[config.mk]
export PLATFORM = sky130hd
export DESIGN_NAME = uas_cfg
export DESIGN_NICKNAME = d
export VERILOG_FILES = /design/src/upwind_advection_stepper_top_defines.svh /design/src/uas_pkg.sv /design/src/uas_cfg.sv
export SDC_FILE = /design/constraint.sdc
export NUM_CORES = 1
export LEC_CHECK = 0
export BUFFER_PORTS_ARGS = -buffer_cell sky130_fd_sc_hd__buf_4
export CAP_MARGIN = 20
export CORE_MARGIN = 5
export CORE_UTILIZATION = 25
export CTS_CLUSTER_SIZE = 14
export DETAILED_ROUTE_END_ITERATION = 16
export GPL_TIMING_DRIVEN = 1
export PLACE_DENSITY = 0.56
export REMOVE_ABC_BUFFERS = 1
export SLEW_MARGIN = 25
export SYNTH_ARGS = -nofsm -noshare
export SYNTH_HDL_FRONTEND = slang
export SYNTH_SLANG_ARGS = --single-unit
[constraint.sdc]
create_clock -name clk -period 1.6 [get_ports clk]
set_clock_uncertainty 0.2 [all_clocks]
set_input_delay 0.16 -clock clk [delete_from_list [all_inputs] [get_ports clk]]
set_output_delay 0.16 -clock clk [all_outputs]
set_load 0.005 [all_outputs]
[src/upwind_advection_stepper_top_defines.svh]
// ----------------------------------------------------------------------------
// upwind advection stepper assertion macros
// shared property forms for the top level checks, clocked on clk and held off
// while arst_n is low
// ----------------------------------------------------------------------------
`ifndef UPWIND_ADVECTION_STEPPER_TOP_DEFINES_SVH
`define UPWIND_ADVECTION_STEPPER_TOP_DEFINES_SVH

// same-cycle implication
`define UAS_ASSERT_IMP(label, ante, cons) \
	label: assert property (@(posedge clk) disable iff (!arst_n) (ante) |-> (cons)) \
		else $error("upwind stepper check failed");

// next-cycle implication
`define UAS_ASSERT_NXT(label, ante, cons) \
	label: assert property (@(posedge clk) disable iff (!arst_n) (ante) |=> (cons)) \
		else $error("upwind stepper check failed");

`endif

[src/uas_pkg.sv]
// ----------------------------------------------------------------------------
// uas_pkg
// shared types and constants of the upwind advection stepper
// ----------------------------------------------------------------------------
`default_nettype none

package uas_pkg;

	localparam int GRID_CELLS_DEF = 512;
	localparam int VALUE_BITS_DEF = 24;

	localparam int ACTION_W    = 2;
	localparam int INDEX_W     = 9;
	localparam int VALUE_W     = 24;
	localparam int CFG_INDEX_W = 2;
	localparam int CFG_DATA_W  = 17;
	localparam int COURANT_W   = 17;
	localparam int CELLS_W     = 10;

	localparam logic [COURANT_W-1:0] ONE_Q16       = 17'd65536;
	localparam logic [COURANT_W-1:0] COURANT_RESET = 17'd32768;
	localparam logic                 RK2_RESET     = 1'b0;
	localparam logic [CELLS_W-1:0]   CELLS_RESET   = 10'd500;
	localparam logic [CELLS_W-1:0]   MIN_CELLS     = 10'd2;

	typedef enum logic [ACTION_W-1:0] {
		ACT_WRITE   = 2'd0,
		ACT_ADVANCE = 2'd1,
		ACT_READ    = 2'd2,
		ACT_NONE    = 2'd3
	} action_t;

	typedef enum logic [CFG_INDEX_W-1:0] {
		CFG_COURANT = 2'd0,
		CFG_RK2     = 2'd1,
		CFG_CELLS   = 2'd2
	} cfg_reg_t;

	// which sweep the datapath is running
	typedef enum logic [1:0] {
		PASS_EULER,
		PASS_SLOPE,
		PASS_FINAL
	} pass_t;

	typedef enum logic [1:0] {
		RPL_ZERO,
		RPL_ERROR,
		RPL_READ,
		RPL_SAT
	} reply_t;

	typedef struct packed {
		action_t                    action;
		logic [INDEX_W-1:0]         cell_index;
		logic signed [VALUE_W-1:0]  cell_value;
	} item_t;

	typedef struct packed {
		logic signed [VALUE_W-1:0]  read_value;
		logic                       index_error;
		logic                       saturated;
	} result_t;

	typedef struct packed {
		logic [COURANT_W-1:0]  courant;
		logic                  rk2;
		logic [CELLS_W-1:0]    cells;
	} cfg_t;

	typedef struct packed {
		logic    rd_en;
		logic    sweep;
		logic    wrap;
		logic    host_wr;
		logic    clr_sat;
		logic    reply_en;
		reply_t  reply;
		pass_t   pass;
	} dp_cmd_t;

endpackage

`default_nettype wire

[src/uas_cfg.sv]
// ----------------------------------------------------------------------------
// uas_cfg
// configuration registers with the courant and cell count limits applied
// ----------------------------------------------------------------------------
`default_nettype none

module uas_cfg #(
	parameter int GRID_CELLS = uas_pkg::GRID_CELLS_DEF
) (
	input  wire logic                             clk,
	input  wire logic                             arst_n,
	input  wire logic                             cfg_valid,
	output logic                                  cfg_ready,
	input  wire logic [uas_pkg::CFG_INDEX_W-1:0]  cfg_index,
	input  wire logic [uas_pkg::CFG_DATA_W-1:0]   cfg_data,
	output uas_pkg::cfg_t                         cfg
);
	import uas_pkg::*;

	logic [COURANT_W-1:0] courant_q;
	logic                 rk2_q;
	logic [CELLS_W-1:0]   cells_q;

	assign cfg_ready = 1'b1;

	always_ff @(posedge clk or negedge arst_n) begin
		if (!arst_n) begin
			courant_q <= COURANT_RESET;
			rk2_q     <= RK2_RESET;
			cells_q   <= CELLS_RESET;
		end else if (cfg_valid && cfg_ready) begin
			unique case (cfg_index)
				CFG_COURANT: courant_q <= cfg_data[COURANT_W-1:0];
				CFG_RK2:     rk2_q     <= cfg_data[0];
				CFG_CELLS:   cells_q   <= cfg_data[CELLS_W-1:0];
				default: begin
				end
			endcase
		end
	end

	always_comb begin
		cfg.courant = (courant_q > ONE_Q16) ? ONE_Q16 : courant_q;
		cfg.rk2     = rk2_q;
		if (cells_q < MIN_CELLS) begin
			cfg.cells = MIN_CELLS;
		end else if (int'(cells_q) > GRID_CELLS) begin
			cfg.cells = CELLS_W'(GRID_CELLS);
		end else begin
			cfg.cells = cells_q;
		end
	end

endmodule

`default_nettype wire

==> impl_metrics.ini <==
[outcome]
outcome = finished with violations
violated_checks = negative setup slack

[routing]
drc_violations = 0
ratio_of_routed_vias_to_standard_cells = 4.22
route.antenna.remaining_nets = 0
drt_iter0_markers = 45
avgRoutedWirePerCell_um = 15.1
detail_route.wirelength_mm = 3.91
drt_pre_antenna_iters = 4
vias = 1094

[pwr]
total_leakage_power_uw = 0.000983
power.density_cell_area_nw_per_um2 = 1010
max-vdd-ir-drop_mv = 0.466

[clock_tree]
clock_tree_buf_depth = 2
clkSlewWorstSetupHoldPaths_ps = 100
clock-root-buffer = sky130_fd_sc_hd__clkbuf_8
clkSinkCount = 28
clock_latency_ps = 270
numCtsBuffers = 3
htree_num_levels = 1
cts_tree = built

[sta]
grt_setup_unrepaired = yes
timing.final.crit_share_pct = 128
postLayoutSetupSlackWorst_ps = -455
setup-violations-final = 12
setup-tns-final_ps = -3960
drv_slew = 0
min_period_ps = 2060
achievable_freq_ghz = 0.487
finalHoldWorstSlack_ps = 66.4
hold_violations = 0

[logic_synthesis]
synthDominantCellAreaShare_pct = 37.7
post_synthesis_cell_area_um2 = 1390
synth_sequential_area_ratio_pct = 50.9
synth_largest_area_cell = sky130_fd_sc_hd__dfrtp_1
synth_cell_type_count = 24
postSynthRegisterBits = 28
synth.yosys.warnings = 0
synthCells = 105
syn_avg_cell_area_um2 = 13.3
synth.area.top_cells = sky130_fd_sc_hd__dfrtp_1, sky130_fd_sc_hd__mux2_2, sky130_fd_sc_hd__dfstp_2

[global_routing]
grt_first_pass_wirelength_mm = 5.85
antenna_found_initial = 0
grt.total_usage_pct = 10.1
grt.overflow.total = 0
grt_max_degree = 29
vias_in_the_first_global_route = 1223

[floorplan]
dieHeight_um = 84.6
coreArea_um2 = 5470
rows = 27
start_util_pct = 25.4
die_x_um = 84.6
pin_count = 51
design.die.area_um2 = 7160

[final_layout]
final_net_count = 210
layout_commonest_cell = sky130_fd_sc_hd__buf_4
final_layout_size_suffix_gt1_share_pct = 63.1
areaGrowthSynthToFinish_pct = 62.4
instances_no_fill = 259
num_antenna_cells = 0
multi_input_gate_area_um2 = 701
fillCellCount = 542
sequential_cell_area_um2 = 709
commonest_cells_after_routing_fill_and_taps_aside = sky130_fd_sc_hd__buf_4, sky130_fd_sc_hd__mux2_2, sky130_fd_sc_hd__nor2b_1, sky130_fd_sc_hd__dfrtp_1, sky130_fd_sc_hd__dlygate4sd3_1
finish.utilization_pct = 41.3

[critical_path]
critPathKind = flip-flop to output port
timing.rr.end = cells_q[9]$_DFFE_PN0P_
timing.critical_path.fanout_max = 5
crit_arrival_ps = 1700
worst_setup_path_end_kind = output port
ff2ff_path_depth = 2
critical_path.max_stage_delay_ps = 430
r2r_start = cells_q[9]$_DFFE_PN0P_
critPathLaunch = courant_q[11]$_DFFE_PN0P_
r2r_setup_slack_ps = 430
slowest_stage = sky130_fd_sc_hd__dfrtp_1
crit_path_start_kind = flip-flop
worst_ep_required_time_ps = 1240
cp_cell_sequence = nor4_4 -> a41oi_4 -> nor2b_1 -> buf_4

[hold_path]
min_delay_path_depth = 3
hold_crit_class = input pin to flip-flop
worstHoldEndpoint = rk2_q$_DFFE_PN0P_
min-delay-start = cfg_index[1]

[place]
post-dp-hpwl_mm = 2.63
place.gp.congestion = 0.706
port-buffer-count = 49
place.detailed.instances = 231

[flow_run]
maxCapViolCount = 0
synthesized netlist by cell type:
master                      n
sky130_fd_sc_hd__nor4_2     2
sky130_fd_sc_hd__o21ai_0    1
sky130_fd_sc_hd__a41oi_4    1
sky130_fd_sc_hd__dfrtp_1   21
sky130_fd_sc_hd__a21oi_1    1
sky130_fd_sc_hd__clkbuf_1   3
sky130_fd_sc_hd__nor2b_2    1
sky130_fd_sc_hd__buf_6      2
sky130_fd_sc_hd__nor3_1     1
sky130_fd_sc_hd__nor4_1     1
sky130_fd_sc_hd__nor2_1     1
sky130_fd_sc_hd__mux2_2    26
sky130_fd_sc_hd__nor3b_2    1
sky130_fd_sc_hd__a311oi_1   1
sky130_fd_sc_hd__buf_2      1
sky130_fd_sc_hd__inv_1      3
sky130_fd_sc_hd__nor2b_1   22
sky130_fd_sc_hd__nor4_4     2
sky130_fd_sc_hd__conb_1     1
sky130_fd_sc_hd__mux2_4     1
sky130_fd_sc_hd__buf_4      2
sky130_fd_sc_hd__nand3b_1   2
sky130_fd_sc_hd__dfstp_2    7
sky130_fd_sc_hd__nand2_1    1
repair_timing:
| item | in CTS | in global routing |
|---|---|---|
| endpoints found under the setup margin | 12 | 13 |
| hold buffers | 18 | 0 |
| cloned | 0 | 1 |
| pin swaps | 2 | 5 |
| endpoints found under the hold margin | 56 | 0 |
| buffers inserted | 2 | 3 |
| gates resized for setup | 6 | 3 |
state kept, by name, summed over array words and instances, names as in the netlist:
| signal | flops |
|---|---|
| courant_q | 17 |
| rk2_q | 1 |
| cells_q | 10 |
routing by layer:
| metal | wire [µm] | track usage [%] | vias to the layer above | part of all wire [%] |
|---|---|---|---|---|
| met2 | 2180 | 18.6 | 27 | 56 |
| met5 | 0 | 0 | - | 0 |
| met3 | 103 | 0.883 | 8 | 2.6 |
| li1 | - | - | 525 | - |
| met1 | 1500 | 11.6 | 534 | 39 |
| met4 | 123 | 5.18 | 0 | 3.1 |
per-stage QoR:
| stage | power (µW) | setup slack, ps | cell area (µm²) |
|---|---|---|---|
| after floorplan | 1280 | -67.3 | 1340 |
| after global placement | 1690 | -42.4 | 1910 |
| after detailed placement | 1720 | -92.4 | 1910 |
| after CTS | 2250 | -360 | 2200 |
| after global routing | 2400 | -486 | 2260 |
| final | 2270 | -455 | 2260 |
power by group:
group          total, µW  internal, µW  switching, µW  leakage, µW
combinational        829           524            305     0.000631
clock                434           220            214    0.0000288
sequential          1010           868            144     0.000322
total               2270          1610            663     0.000983
cell type report:
class	count	area share, %
clock buffer	4	2.43
inverter	3	0.498
multi-input combinational	67	31.0
sequential	28	31.4
tap	72	3.98
timing repair buffer	85	30.8
worst max path at each step:
stage	endpoint	slack, ps
5_1_grt	cfg[23]	-490
2_1_floorplan	courant_q[0]$_DFFE_PN0P_	-70
3_5_place_dp	cfg[17]	-90
3_3_place_gp	cfg[17]	-40
6_report	cfg[23]	-460
4_1_cts	cfg[17]	-360
worst max-delay path, delay by kind of cell (launching register included):
family,cells,cell delay (ps)
AO/OA/AOI/OAI,1,230
buffers and inverters,1,140
flip-flops,1,430
AND/OR/NAND/NOR,2,630
cells by family after synthesis:
family	Yosys count	synth area share [%]
mux	27	22.1
buf+inv	11	4.67
simple gates	34	18.7
other cells	1	0.269
compound gates	4	3.32
flops	28	50.9
Power figures use the tool's default switching activity.
