===== src/upwind_advection_stepper_top_defines.svh =====
// ----------------------------------------------------------------------------
// upwind advection stepper assertion macros
// shared property forms for the top level checks, clocked on clk and held off
// while arst_n is low
// ----------------------------------------------------------------------------
`ifndef UPWIND_ADVECTION_STEPPER_TOP_DEFINES_SVH
`define UPWIND_ADVECTION_STEPPER_TOP_DEFINES_SVH

// same-cycle implication
`define UAS_ASSERT_IMP(label, ante, cons) \
	label: assert property (@(posedge clk) disable iff (!arst_n) (ante) |-> (cons)) \
		else $error("upwind stepper check failed");

// next-cycle implication
`define UAS_ASSERT_NXT(label, ante, cons) \
	label: assert property (@(posedge clk) disable iff (!arst_n) (ante) |=> (cons)) \
		else $error("upwind stepper check failed");

`endif


===== src/uas_pkg.sv =====
// ----------------------------------------------------------------------------
// uas_pkg
// shared types and constants of the upwind advection stepper
// ----------------------------------------------------------------------------
`default_nettype none

package uas_pkg;

	localparam int GRID_CELLS_DEF = 512;
	localparam int VALUE_BITS_DEF = 24;

	localparam int ACTION_W    = 2;
	localparam int INDEX_W     = 9;
	localparam int VALUE_W     = 24;
	localparam int CFG_INDEX_W = 2;
	localparam int CFG_DATA_W  = 17;
	localparam int COURANT_W   = 17;
	localparam int CELLS_W     = 10;

	localparam logic [COURANT_W-1:0] ONE_Q16       = 17'd65536;
	localparam logic [COURANT_W-1:0] COURANT_RESET = 17'd32768;
	localparam logic                 RK2_RESET     = 1'b0;
	localparam logic [CELLS_W-1:0]   CELLS_RESET   = 10'd500;
	localparam logic [CELLS_W-1:0]   MIN_CELLS     = 10'd2;

	typedef enum logic [ACTION_W-1:0] {
		ACT_WRITE   = 2'd0,
		ACT_ADVANCE = 2'd1,
		ACT_READ    = 2'd2,
		ACT_NONE    = 2'd3
	} action_t;

	typedef enum logic [CFG_INDEX_W-1:0] {
		CFG_COURANT = 2'd0,
		CFG_RK2     = 2'd1,
		CFG_CELLS   = 2'd2
	} cfg_reg_t;

	// which sweep the datapath is running
	typedef enum logic [1:0] {
		PASS_EULER,
		PASS_SLOPE,
		PASS_FINAL
	} pass_t;

	typedef enum logic [1:0] {
		RPL_ZERO,
		RPL_ERROR,
		RPL_READ,
		RPL_SAT
	} reply_t;

	typedef struct packed {
		action_t                    action;
		logic [INDEX_W-1:0]         cell_index;
		logic signed [VALUE_W-1:0]  cell_value;
	} item_t;

	typedef struct packed {
		logic signed [VALUE_W-1:0]  read_value;
		logic                       index_error;
		logic                       saturated;
	} result_t;

	typedef struct packed {
		logic [COURANT_W-1:0]  courant;
		logic                  rk2;
		logic [CELLS_W-1:0]    cells;
	} cfg_t;

	typedef struct packed {
		logic    rd_en;
		logic    sweep;
		logic    wrap;
		logic    host_wr;
		logic    clr_sat;
		logic    reply_en;
		reply_t  reply;
		pass_t   pass;
	} dp_cmd_t;

endpackage

`default_nettype wire


===== src/uas_ctrl.sv =====
// ----------------------------------------------------------------------------
// uas_ctrl
// sequencer: decodes items, walks the grid addresses for each sweep and
// issues replies to the datapath
// ----------------------------------------------------------------------------
`default_nettype none

module uas_ctrl #(
	parameter int GRID_CELLS = uas_pkg::GRID_CELLS_DEF
) (
	input  wire logic                           clk,
	input  wire logic                           arst_n,
	input  wire logic                           start,
	input  uas_pkg::item_t                      item,
	input  uas_pkg::cfg_t                       cfg,
	output logic                                busy,
	output uas_pkg::dp_cmd_t                    cmd,
	output logic [$clog2(GRID_CELLS)-1:0]       addr
);
	import uas_pkg::*;

	localparam int ADDR_W = $clog2(GRID_CELLS);
	localparam int EXT_W  = (ADDR_W > CELLS_W) ? ADDR_W : CELLS_W;
	// last drain count: the final datapath write of a sweep lands as the drain ends
	localparam logic [1:0] DRAIN_LAST = 2'd3;

	typedef enum logic [1:0] {
		ST_IDLE,
		ST_READ,
		ST_SWEEP,
		ST_DRAIN
	} state_t;

	state_t              state_q;
	logic                busy_q;
	dp_cmd_t             cmd_q;
	logic [ADDR_W-1:0]   addr_q;
	logic [CELLS_W-1:0]  cnt_q;
	logic [1:0]          dcnt_q;

	logic [CELLS_W-1:0]  last_cell;
	logic                idx_bad;
	logic [EXT_W-1:0]    idx_x;
	logic [EXT_W-1:0]    cnt_x;
	logic [EXT_W-1:0]    last_x;
	logic [ADDR_W-1:0]   idx_addr;
	logic [ADDR_W-1:0]   cnt_addr;
	logic [ADDR_W-1:0]   last_addr;

	always_comb begin
		last_cell = cfg.cells - 1'b1;
		idx_bad   = CELLS_W'(item.cell_index) >= cfg.cells;
		idx_x     = EXT_W'(item.cell_index);
		cnt_x     = EXT_W'(cnt_q);
		last_x    = EXT_W'(last_cell);
		idx_addr  = idx_x[ADDR_W-1:0];
		cnt_addr  = cnt_x[ADDR_W-1:0];
		last_addr = last_x[ADDR_W-1:0];
	end

	assign busy = busy_q;
	assign cmd  = cmd_q;
	assign addr = addr_q;

	always_ff @(posedge clk or negedge arst_n) begin
		if (!arst_n) begin
			state_q <= ST_IDLE;
			busy_q  <= 1'b0;
			cmd_q   <= '0;
			addr_q  <= '0;
			cnt_q   <= '0;
			dcnt_q  <= '0;
		end else begin
			cmd_q.rd_en    <= 1'b0;
			cmd_q.sweep    <= 1'b0;
			cmd_q.wrap     <= 1'b0;
			cmd_q.host_wr  <= 1'b0;
			cmd_q.clr_sat  <= 1'b0;
			cmd_q.reply_en <= 1'b0;
			unique case (state_q)
				ST_IDLE: begin
					if (start) begin
						unique case (item.action) inside
							ACT_ADVANCE: begin
								// first read fetches the wrap cell
								cmd_q.rd_en   <= 1'b1;
								cmd_q.sweep   <= 1'b1;
								cmd_q.wrap    <= 1'b1;
								cmd_q.clr_sat <= 1'b1;
								cmd_q.pass    <= cfg.rk2 ? PASS_SLOPE : PASS_EULER;
								addr_q        <= last_addr;
								cnt_q         <= '0;
								busy_q        <= 1'b1;
								state_q       <= ST_SWEEP;
							end
							ACT_WRITE, ACT_READ: begin
								if (idx_bad) begin
									cmd_q.reply_en <= 1'b1;
									cmd_q.reply    <= RPL_ERROR;
								end else if (item.action == ACT_WRITE) begin
									cmd_q.host_wr  <= 1'b1;
									cmd_q.reply_en <= 1'b1;
									cmd_q.reply    <= RPL_ZERO;
									addr_q         <= idx_addr;
								end else begin
									cmd_q.rd_en <= 1'b1;
									addr_q      <= idx_addr;
									busy_q      <= 1'b1;
									state_q     <= ST_READ;
								end
							end
							default: begin
								cmd_q.reply_en <= 1'b1;
								cmd_q.reply    <= RPL_ZERO;
							end
						endcase
					end
				end
				ST_READ: begin
					cmd_q.reply_en <= 1'b1;
					cmd_q.reply    <= RPL_READ;
					busy_q         <= 1'b0;
					state_q        <= ST_IDLE;
				end
				ST_SWEEP: begin
					cmd_q.rd_en <= 1'b1;
					cmd_q.sweep <= 1'b1;
					addr_q      <= cnt_addr;
					cnt_q       <= cnt_q + 1'b1;
					if (cnt_q == last_cell) begin
						dcnt_q  <= '0;
						state_q <= ST_DRAIN;
					end
				end
				ST_DRAIN: begin
					dcnt_q <= dcnt_q + 1'b1;
					if (dcnt_q == DRAIN_LAST) begin
						if (cmd_q.pass == PASS_SLOPE) begin
							cmd_q.rd_en <= 1'b1;
							cmd_q.sweep <= 1'b1;
							cmd_q.wrap  <= 1'b1;
							cmd_q.pass  <= PASS_FINAL;
							addr_q      <= last_addr;
							cnt_q       <= '0;
							state_q     <= ST_SWEEP;
						end else begin
							cmd_q.reply_en <= 1'b1;
							cmd_q.reply    <= RPL_SAT;
							busy_q         <= 1'b0;
							state_q        <= ST_IDLE;
						end
					end
				end
				default: begin
					busy_q  <= 1'b0;
					state_q <= ST_IDLE;
				end
			endcase
		end
	end

endmodule

`default_nettype wire


===== config.mk =====
export PLATFORM = sky130hd
export DESIGN_NAME = uas_ctrl
export DESIGN_NICKNAME = d
export VERILOG_FILES = /design/src/upwind_advection_stepper_top_defines.svh /design/src/uas_pkg.sv /design/src/uas_ctrl.sv
export SDC_FILE = /design/constraint.sdc
export NUM_CORES = 1
export LEC_CHECK = 0
export BUFFER_PORTS_ARGS = -buffer_cell sky130_fd_sc_hd__buf_4
export CAP_MARGIN = 40
export CORE_MARGIN = 2
export CORE_UTILIZATION = 50
export DETAILED_ROUTE_END_ITERATION = 8
export PLACE_DENSITY = 0.85
export SETUP_SLACK_MARGIN = 0.1
export SYNTH_ARGS = -nofsm -noshare
export SYNTH_HDL_FRONTEND = slang
export SYNTH_SLANG_ARGS = --single-unit

===== constraint.sdc =====
create_clock -name clk -period 3.8 [get_ports clk]
set_clock_uncertainty 0.15 [all_clocks]
set_input_delay 0.76 -clock clk [delete_from_list [all_inputs] [get_ports clk]]
set_output_delay 0.76 -clock clk [all_outputs]
set_load 0.05 [all_outputs]

==> out/results.tsv, run 1 <==
stage	metric	value	unit
cts	cts-root-buf	clkbuf_8	
place	place_congestion	0.898	
logic_synthesis	syn_area	2480	um2
critical_path	crit_path_end	state_q[1]	
critical_path	end_kind	flip-flop	
global_route	grt_max_degree	35	
critical_path	startpoint_type	primary input	
timing	setup_viol	0	
critical_path	max_stage_delay	0.47	ns
cts	clock_latency	0.30	ns
finish	final_nets	417	
die	die_area	5530	um2
routing	first_iter_violations	229	
critical_path	cp-startpoint	cfg[1]	
timing	fin_tns_setup	0	ns
routing	wl	6070	um
routing	avgRoutedWirePerCell	15.1	um
finish	insertedDiodeCount	0	
run	maxCapViolCount	0	
logic_synthesis	syn_area_per_cell	8.39	um2
finish	fillers	397	
global_route	grt_use_total	23.6	%
global_route	grt_pass1_vias	2155	
place	dp.cells	394	
die	die_x	74.4	um
cts	cts-resized-gates	0	
timing	hold_viol	0	
critical_path	r2r-start	cnt_q[7]	
critical_path	rr_worst_depth	7	
critical_path	r2r-end	state_q[1]	
place	port_buffers	44	
cts	clkTransAtPathRegs	0.08	ns
timing	min_period	3.23	ns
cts	cts_setup_buffers	0	
cts	hold_buffers	0	
power_and_ir_drop	power.leakage	1.42	nW
cts	cts_max_path_buffers	2	
critical_path	cp_cell_sequence	buf_4, inv_1, ha_1, nor3b_1, nand2_1, xnor2_1, a2111o_1, or4_4, a221oi_4, mux2i_1	
routing	route.vias.total	2352	
global_route	antenna_found_initial	0	
run_status	status	finished, final reports clean	
critical_path	cp_max_fo	4	
logic_synthesis	ys_warn_count	0	
logic_synthesis	synthArstFlopShare	100	%
timing	tightest_slew	0.638	ns
routing	drtPass1Iterations	5	
power_and_ir_drop	finalPower	0.00209	W
finish	layout.cells.non_filler	402	
finish	final_common_cell	buf_4	
logic_synthesis	ys_seq_elements	34	
critical_path	r2r_slack	1.29	ns
power_and_ir_drop	power_density	698	nW/um2
cts	clock-sinks	34	
logic_synthesis	synth_edf_count	0	
die	ios	86	
critical_path	required	3.88	ns
die	start_util	52.1	%
cts	cts_tree	yes	
die	core	4750	um2
logic_synthesis	syn_nets	378	
finish	final_cell_mix	47 x buf_4, 42 x nand2_1, 34 x dfrtp_1	
finish	seqCellArea	851	um2
timing	drv_slew	0	
critical_path	crit_type	in2reg	
timing	rsz0062_at_grt	false	
logic_synthesis	yosysSeqAreaShare	34.4	%
critical_path	cp.arrival	3.30	ns
critical_path	slowest_stage	or4_4	
die	num_rows	25	
finish	multiInputGateArea	1480	um2
logic_synthesis	synthFlopType	dfrtp_1	
die	fp.dieH	74.4	um
global_route	grt_overflow	0	
global_route	grt_pass1_wl	10000	um
cts	htreeDepth	2	
timing	period_share	84.9	%
finish	synthToLayoutAreaGrowth	20.9	%
timing	max_freq	310	MHz
power_and_ir_drop	peakVddDrop	266	uV
finish	drive_above_1_share	20.9	%
routing	vias_per_cell	5.85	
logic_synthesis	synth.distinct_cells	49	
timing	max_slew_margin	57.3	%
place	hpwl	4530	um
routing	final_antenna_net_count	0	
min_path	hold_path_class	in2async	
cts	cts_buffers	5	
logic_synthesis	synth_cells	295	
routing	drc	0	
finish	post-route-util	62.9	%
how the worst min path moves through the flow:
stage | startpoint | to | slack, ns | cells after the start
4_1_cts | arst_n | cnt_q[2] | 0.26 | 1
3_3_place_gp | addr[7] | addr[7] | 0.31 | 2
6_report | arst_n | cnt_q[1] | 0.24 | 1
2_1_floorplan | arst_n | addr[0] | 0.31 | 0
3_5_place_dp | addr[5] | addr[5] | 0.32 | 2
5_1_grt | arst_n | cmd[2] | 0.27 | 1
per-stage QoR:
| step | hold slack, ns | setup WS (ns) | instance area (um2) |
|---|---|---|---|
| CTS | 0.259 | 0.585 | 2990 |
| detailed placement | 0.321 | 0.266 | 2860 |
| floorplan | 0.314 | 0.680 | 2480 |
| global placement | 0.314 | 0.315 | 2860 |
| global route | 0.266 | 0.392 | 2990 |
| finish | 0.244 | 0.574 | 2990 |
kinds of logic after synthesis:
| family | Yosys count | synth area share [%] |
|---|---|---|
| adders and majority gates | 17 | 8.59 |
| AOI/OAI and AO/OA | 82 | 22.4 |
| DFF | 34 | 34.4 |
| and+or+nand+nor | 98 | 18.8 |
| muxes | 11 | 4.70 |
| xor gates and xnor gates | 15 | 5.31 |
| buffers and inverters | 38 | 5.81 |
layout make-up:
type | instances | area share (%)
clock buffers | 5 | 2.30
clock inverters | 3 | 2.30
inverters | 23 | 2.88
multi-input cells | 223 | 49.5
flip-flops and latches | 34 | 28.4
well taps | 67 | 2.80
repair buffers | 47 | 11.8
power by group:
| group | switching, W | leakage, nW | internal (W) |
|---|---|---|---|
| registers | 0.0000614 | 0.449 | 0.000464 |
| logic | 0.000764 | 0.907 | 0.000391 |
| clock network | 0.000146 | 0.0683 | 0.000263 |
worst max-delay path, delay by kind of cell:
family / cells / cell delay [ns]
AOI/OAI and AO/OA: 2 / 0.71
xor gates and xnor gates: 1 / 0.18
adders and majority gates: 1 / 0.18
buffers and inverters: 2 / 0.20
muxes: 1 / 0.21
and+or+nand+nor: 3 / 1.05
registers in the layout (all words and copies together), names as in the netlist:
signal and flops:
addr 9, busy 1, cmd 10, cnt_q 10
dcnt_q 2, state_q 2
cell usage after synthesis (3+ instances only):
master,number,area (um2)
a21oi_1,20,100
or3_1,3,18.8
nand3_1,8,40.0
inv_1,22,82.6
nand2_1,42,158
mux2_2,5,56.3
clkbuf_1,14,52.6
o22ai_1,4,25.0
nor2_1,20,75.1
nor2b_1,5,31.3
xor2_1,7,61.3
a22oi_1,5,37.5
nor3_1,4,20.0
a21o_1,3,22.5
xnor2_1,8,70.1
mux2i_1,6,60.1
ha_1,17,213
nand2b_1,3,18.8
o21ai_0,22,110
a22o_1,4,35.0
a221oi_1,6,52.6
a31oi_1,3,18.8
dfrtp_1,34,851
metal layers:
metal	global-route usage [%]	wire length (um)	vias to the layer above	part of all wire, %
li1	-	-	1118	-
met1	29.8	2540	1134	42
met2	40.4	3040	91	50
met3	5.42	400	9	6.6
met4	6.94	93	0	1.5
met5	0	0	-	0
Power figures use the tool's default switching activity.
==> inputs of run 2 (changes only) <==
==> constraint.sdc (replaced) <==
create_clock -name clk -period 3.23 [get_ports clk]
set_clock_uncertainty 0.15 [all_clocks]
set_input_delay 0.646 -clock clk [delete_from_list [all_inputs] [get_ports clk]]
set_output_delay 0.646 -clock clk [all_outputs]
set_load 0.05 [all_outputs]
==> run 2 against run 1 <==
  * Wire length decreased by 2.7%
  * Combinational power increased by 17%
  * Via count decreased by 0.30%
  * Non-clock buffer count increased by 3
  * Hold slack got worse by 0.094 ns
  * Power increased by 13%
==> out/results.tsv, run 2 (same netlist as run 1, synthesis figures left out) <==
stage	metric	value	unit	change
routing	drtPass1Iterations	4		-1
die	die_area	5530	um2	unchanged
critical_path	end_kind	flip-flop		
routing	final_antenna_net_count	0		unchanged
global_route	grt_use_total	22.6	%	-0.99 points
power_and_ir_drop	power_frac_clock	16.6	%	-3.0 points
cts	cts_setup_buffers	0		unchanged
timing	hold_viol	0		unchanged
cts	cts-root-buf	clkbuf_8		
place	place_congestion	0.893		-0.58%
finish	drive_above_1_share	21.4	%	+0.47 points
power_and_ir_drop	p_int	0.00126	W	+13%
timing	min_period	2.99	ns	
power_and_ir_drop	combPwrFrac	57.0	%	+1.7 points
critical_path	cp.arrival	3.05	ns	-0.25 ns
die	die_x	74.4	um	unchanged
critical_path	cp_max_fo	4		unchanged
place	port_buffers	44		unchanged
critical_path	required	3.29	ns	-0.59 ns
power_and_ir_drop	peakVddDrop	371	uV	+40%
cts	clock-sinks	34		unchanged
cts	clkTransAtPathRegs	0.07	ns	about the same
power_and_ir_drop	pwr-share-seq	26.4	%	+1.2 points
die	ios	86		unchanged
finish	final_cell_mix	50 x buf_4, 42 x nand2_1, 34 x dfrtp_1		
finish	insertedDiodeCount	0		unchanged
die	num_rows	25		unchanged
routing	vias_per_cell	5.80		-0.79%
routing	avgRoutedWirePerCell	14.6	um	-3.2%
die	core	4750	um2	unchanged
finish	final_nets	420		+0.72%
global_route	grt_pass1_vias	2109		-2.1%
global_route	grt_pass1_wl	9580	um	-4.2%
timing	tightest_slew	0.651	ns	+0.0124 ns
cts	cts_max_path_buffers	2		unchanged
finish	synthToLayoutAreaGrowth	20.8	%	about the same
cts	hold_buffers	0		unchanged
critical_path	crit_type	in2reg		
place	pre_cts_ws	-0.0261	ns	-0.292 ns
min_path	hold_path_class	in2async		
finish	final_common_cell	buf_4		
cts	clock_latency	0.28	ns	-0.02 ns
routing	drc	0		unchanged
timing	setup_viol	0		unchanged
critical_path	startpoint_type	primary input		
timing	max_slew_margin	56.5	%	-0.83 points
finish	multiInputGateArea	1480	um2	unchanged
cts	htreeDepth	2		unchanged
die	start_util	52.1	%	unchanged
cts	cts_tree	yes		
routing	first_iter_violations	216		-5.7%
place	dpl-instance-area	2880	um2	+0.79%
global_route	grt_max_degree	35		unchanged
cts	cts_buffers	5		unchanged
power_and_ir_drop	power.switching	0.00110	W	+14%
timing	period_share	92.6	%	
power_and_ir_drop	switching_share	46.7	%	+0.20 points
finish	fillers	404		+1.8%
run_status	status	finished, final reports clean		
power_and_ir_drop	power.leakage	1.43	nW	+0.25%
timing	max_freq	334	MHz	
finish	fin_area	2990	um2	about the same
timing	drv_slew	0		unchanged
die	fp.dieH	74.4	um	unchanged
place	hpwl	4450	um	-1.7%
global_route	antenna_found_initial	0		unchanged
routing	wl	5910	um	-2.7%
power_and_ir_drop	power_density	789	nW/um2	+13%
routing	route.vias.total	2345		-0.30%
global_route	grt_overflow	0		unchanged
run	maxCapViolCount	0		unchanged
timing	setup_ws	0.239	ns	-0.335 ns
timing	rsz0062_at_grt	false		
finish	seqCellArea	851	um2	unchanged
cts	cts-resized-gates	0		unchanged
==> run 2: final cells by class <==
class	count	area share, %
repair buffers	50	12.6
inverters	23	2.89
clock inverters	1	1.00
multi-input cells	223	49.5
clock buffers	6	2.76
well taps	67	2.80
flip-flops and latches	34	28.5
==> run 2: routing by layer <==
metal	track usage, %	wire, um
met5	0	0
met1	28.1	2460
met2	37.6	2880
met4	9.33	119
met3	5.69	453
==> run 2: worst max-delay path, stage by stage <==
cell	delay, ns
buf_4	0.13
inv_1	0.07
ha_1	0.19
nor3b_1	0.20
buf_4	0.16
nand2_1	0.10
xnor2_1	0.16
a2111o_1	0.40
or4_4	0.47
a221oi_4	0.29
mux2i_1	0.23
==> run 2: power by group through the flow <==
stage | logic, W | clock network, W | registers, W
after floorplan | 0.000675 | 0 | 0.000919
after global placement | 0.00130 | 0 | 0.000626
after detailed placement | 0.00133 | 0 | 0.000632
after CTS | 0.00134 | 0.000401 | 0.000624
after global routing | 0.00146 | 0.000418 | 0.000639
final | 0.00134 | 0.000392 | 0.000623
==> run 2: final timing paths <==
path / from / to / slack (ns) / depth (start not counted)
min: arst_n / cmd[2] / 0.15 / 1
min in group clk: addr[7] / addr[7] / 0.33 / 2
max reg2reg: cnt_q[7] / state_q[1] / 0.72 / 7
max: cfg[1] / state_q[1] / 0.24 / 11
max in group asynchronous: arst_n / cmd[7] / 2.46 / 1
min reg2reg: addr[7] / addr[7] / 0.33 / 2
==> run 2: stage by stage <==
step / hold slack [ns] / TNS (ns) / util (%) / total power (W) / instances
after floorplan: 0.200 / 0 / - / 0.00159 / 295
after global placement: 0.313 / 0 / 60.5 / 0.00192 / 397
after detailed placement: 0.321 / -0.0261 / 60.5 / 0.00196 / 397
after CTS: 0.155 / 0 / 62.9 / 0.00236 / 404
after global routing: 0.169 / 0 / 62.9 / 0.00252 / 404
final: 0.150 / 0 / 62.9 / 0.00236 / 404
==> inputs of run 3 (changes only) <==
--- a/config.mk
+++ b/config.mk
@@ -7,6 +7,7 @@
 export LEC_CHECK = 0
 export BUFFER_PORTS_ARGS = -buffer_cell sky130_fd_sc_hd__buf_4
 export CAP_MARGIN = 40
+export CORE_ASPECT_RATIO = 0.9
 export CORE_MARGIN = 2
 export CORE_UTILIZATION = 50
 export DETAILED_ROUTE_END_ITERATION = 8
==> constraint.sdc (replaced) <==
create_clock -name clk -period 3.23 [get_ports clk]
set_clock_uncertainty 0.15 [all_clocks]
set_input_delay 0.4845 -clock clk [delete_from_list [all_inputs] [get_ports clk]]
set_output_delay 0.4845 -clock clk [all_outputs]
set_load 0.05 [all_outputs]
==> run 3 against run 2 <==
  * Critical path depth stayed put
  * Clock-buffer cell count did not move
  * Die area hardly changed
  * Core utilization decreased by 1.0 points
  * Worst setup slack better by 0.20 ns
  * First-iteration DRC count down 2.8%
  * Via count up 1.1%
  * Maximum frequency rose by 7.0%
  * Power down 2.2%
  * Critical path type unchanged
  * Critical endpoint unchanged
  * Largest power group unchanged
  * Highest routed layer unchanged
==> out/results.tsv, run 3 (same netlist as run 1, synthesis figures left out) <==
stage	metric	value	unit	change
run_status	status	finished, final reports clean		
finish	fin_area	2970	um2	-0.59%
routing	wl	6100	um	+3.2%
timing	hold_viol	0		unchanged
timing	max_freq	358	MHz	+7.0%
critical_path	slowest_stage	or4_4		
cts	cts_setup_buffers	0		unchanged
global_route	grt_pass1_vias	2241		+6.3%
cts	cts-root-buf	clkbuf_8		
place	dpl-instance-area	2870	um2	-0.35%
timing	period_share	86.5	%	-6.1 points
cts	cts_buffers	5		unchanged
cts	clock_latency	0.29	ns	about the same
finish	final_nets	420		unchanged
place	place_congestion	0.887		-0.65%
critical_path	end_kind	flip-flop		
cts	cts_max_path_buffers	2		unchanged
critical_path	cp.arrival	2.86	ns	-0.19 ns
die	die_area	5530	um2	about the same
routing	vias_per_cell	5.88		+1.3%
routing	drtPass1Iterations	5		+1
routing	drc	0		unchanged
routing	final_antenna_net_count	0		unchanged
die	num_rows	24		-4.0%
critical_path	cpMostUsedCell	buf_4		
finish	post-route-util	61.9	%	-1.0 points
critical_path	startpoint_type	primary input		
die	core	4800	um2	+1.1%
global_route	grt_max_degree	35		unchanged
finish	final_cell_mix	49 x buf_4, 42 x nand2_1, 34 x dfrtp_1		
cts	cts-resized-gates	0		unchanged
global_route	grt_pass1_wl	10100	um	+5.4%
routing	avgRoutedWirePerCell	15.1	um	+3.4%
timing	hold_ws	0.231	ns	+0.0810 ns
timing	rsz0062_at_grt	false		
critical_path	required	3.29	ns	about the same
timing	setup_viol	0		unchanged
die	ios	86		unchanged
critical_path	max_stage_delay	0.47	ns	about the same
run	maxCapViolCount	0		unchanged
timing	max_slew_margin	57.0	%	+0.50 points
die	start_util	51.5	%	-0.54 points
cts	htreeDepth	2		unchanged
timing	min_period	2.80	ns	-0.196 ns
critical_path	cp_max_fo	4		unchanged
timing	fin_tns_setup	0	ns	unchanged
critical_path	crit_type	in2reg		
finish	insertedDiodeCount	0		unchanged
power_and_ir_drop	finalPower	0.00231	W	-2.2%
cts	clock-sinks	34		unchanged
cts	clkTransAtPathRegs	0.07	ns	about the same
power_and_ir_drop	power_density	776	nW/um2	-1.6%
cts	hold_buffers	1		+1
global_route	antenna_found_initial	0		unchanged
die	fp.dieH	70.8	um	-4.9%
die	die_x	78.2	um	+5.1%
timing	drv_slew	0		unchanged
power_and_ir_drop	peakVddDrop	377	uV	+1.7%
global_route	grt_use_total	23.0	%	+0.38 points
min_path	hold_path_class	in2reg		
place	hpwl	4570	um	+2.6%
routing	route.vias.total	2370		+1.1%
global_route	grt_overflow	0		unchanged
routing	first_iter_violations	210		-2.8%
power_and_ir_drop	power.leakage	1.42	nW	-0.72%
cts	cts_tree	yes		
finish	synthToLayoutAreaGrowth	20.1	%	
place	port_buffers	44		unchanged
critical_path	cp_cell_sequence	buf_4, inv_1, ha_1, nor3b_1, buf_4, nand2_1, xnor2_1, a2111o_1, or4_4, a221oi_4, mux2i_1		
timing	tightest_slew	0.643	ns	-0.00744 ns
finish	drive_above_1_share	21.3	%	-0.063 points
finish	final_common_cell	buf_4		
-- run 3: changes by cell type in the layout (fill, tap and decap cells not counted), sizes merged --
cell / delta
bufinv: -1
clkinv: +1
dlygate4sd3: +1
buf: -1
clkinvlp: +1
-- run 3: final cells by class --
type	count	area, um2
Multi-Input combinational cell	223	1480
Clock buffer	6	82.6
Inverter	23	86.3
Fill cell	423	1830
Tap cell	65	81.3
Sequential cell	34	851
Timing Repair Buffer	50	378
Clock inverter	2	12.5
-- run 3: worst paths after layout --
path	from	end	slack (ns)	depth (start not counted)
max	cfg[1]	state_q[1]	0.43	11
min	item[34]	cmd[6]	0.23	2
max reg2reg	cnt_q[7]	state_q[1]	0.72	7
min reg2reg	addr[0]	addr[0]	0.33	2
max in group asynchronous	arst_n	addr[6]	2.08	2
min in group asynchronous	arst_n	cmd[0]	0.53	2
-- run 3: metal layers --
metal | vias to the layer above | part of all wire [%] | GRT usage (%) | wire, um
met5 | - | 0 | 0 | 0
met4 | 0 | 2.0 | 7.99 | 124
met3 | 14 | 7.6 | 5.36 | 461
met2 | 106 | 48 | 37.5 | 2920
met1 | 1127 | 43 | 30.3 | 2600
li1 | 1123 | - | - | -
-- run 3: per-stage QoR --
step / worst slack, ns / std cells
floorplan: 0.385 / 295
global placement: 0.174 / 394
detailed placement: 0.148 / 394
CTS: 0.447 / 403
global route: 0.354 / 403
finish: 0.435 / 403
-- run 3: critical path: cells and delay by family --
family          cells  cell delay [ns]
buf+inv             3             0.37
fa+ha+maj           1             0.17
xor+xnor            1             0.16
mux                 1             0.23
simple gates        3             0.76
compound gates      2             0.69
-- run 3: power breakdown --
part | internal [W] | total [W] | leakage, nW | switching [W]
Combinational | 0.000464 | 0.00136 | 0.922 | 0.000891
Clock | 0.000171 | 0.000334 | 0.0472 | 0.000163
Sequential | 0.000546 | 0.000619 | 0.449 | 0.0000728
Total | 0.00118 | 0.00231 | 1.42 | 0.00113
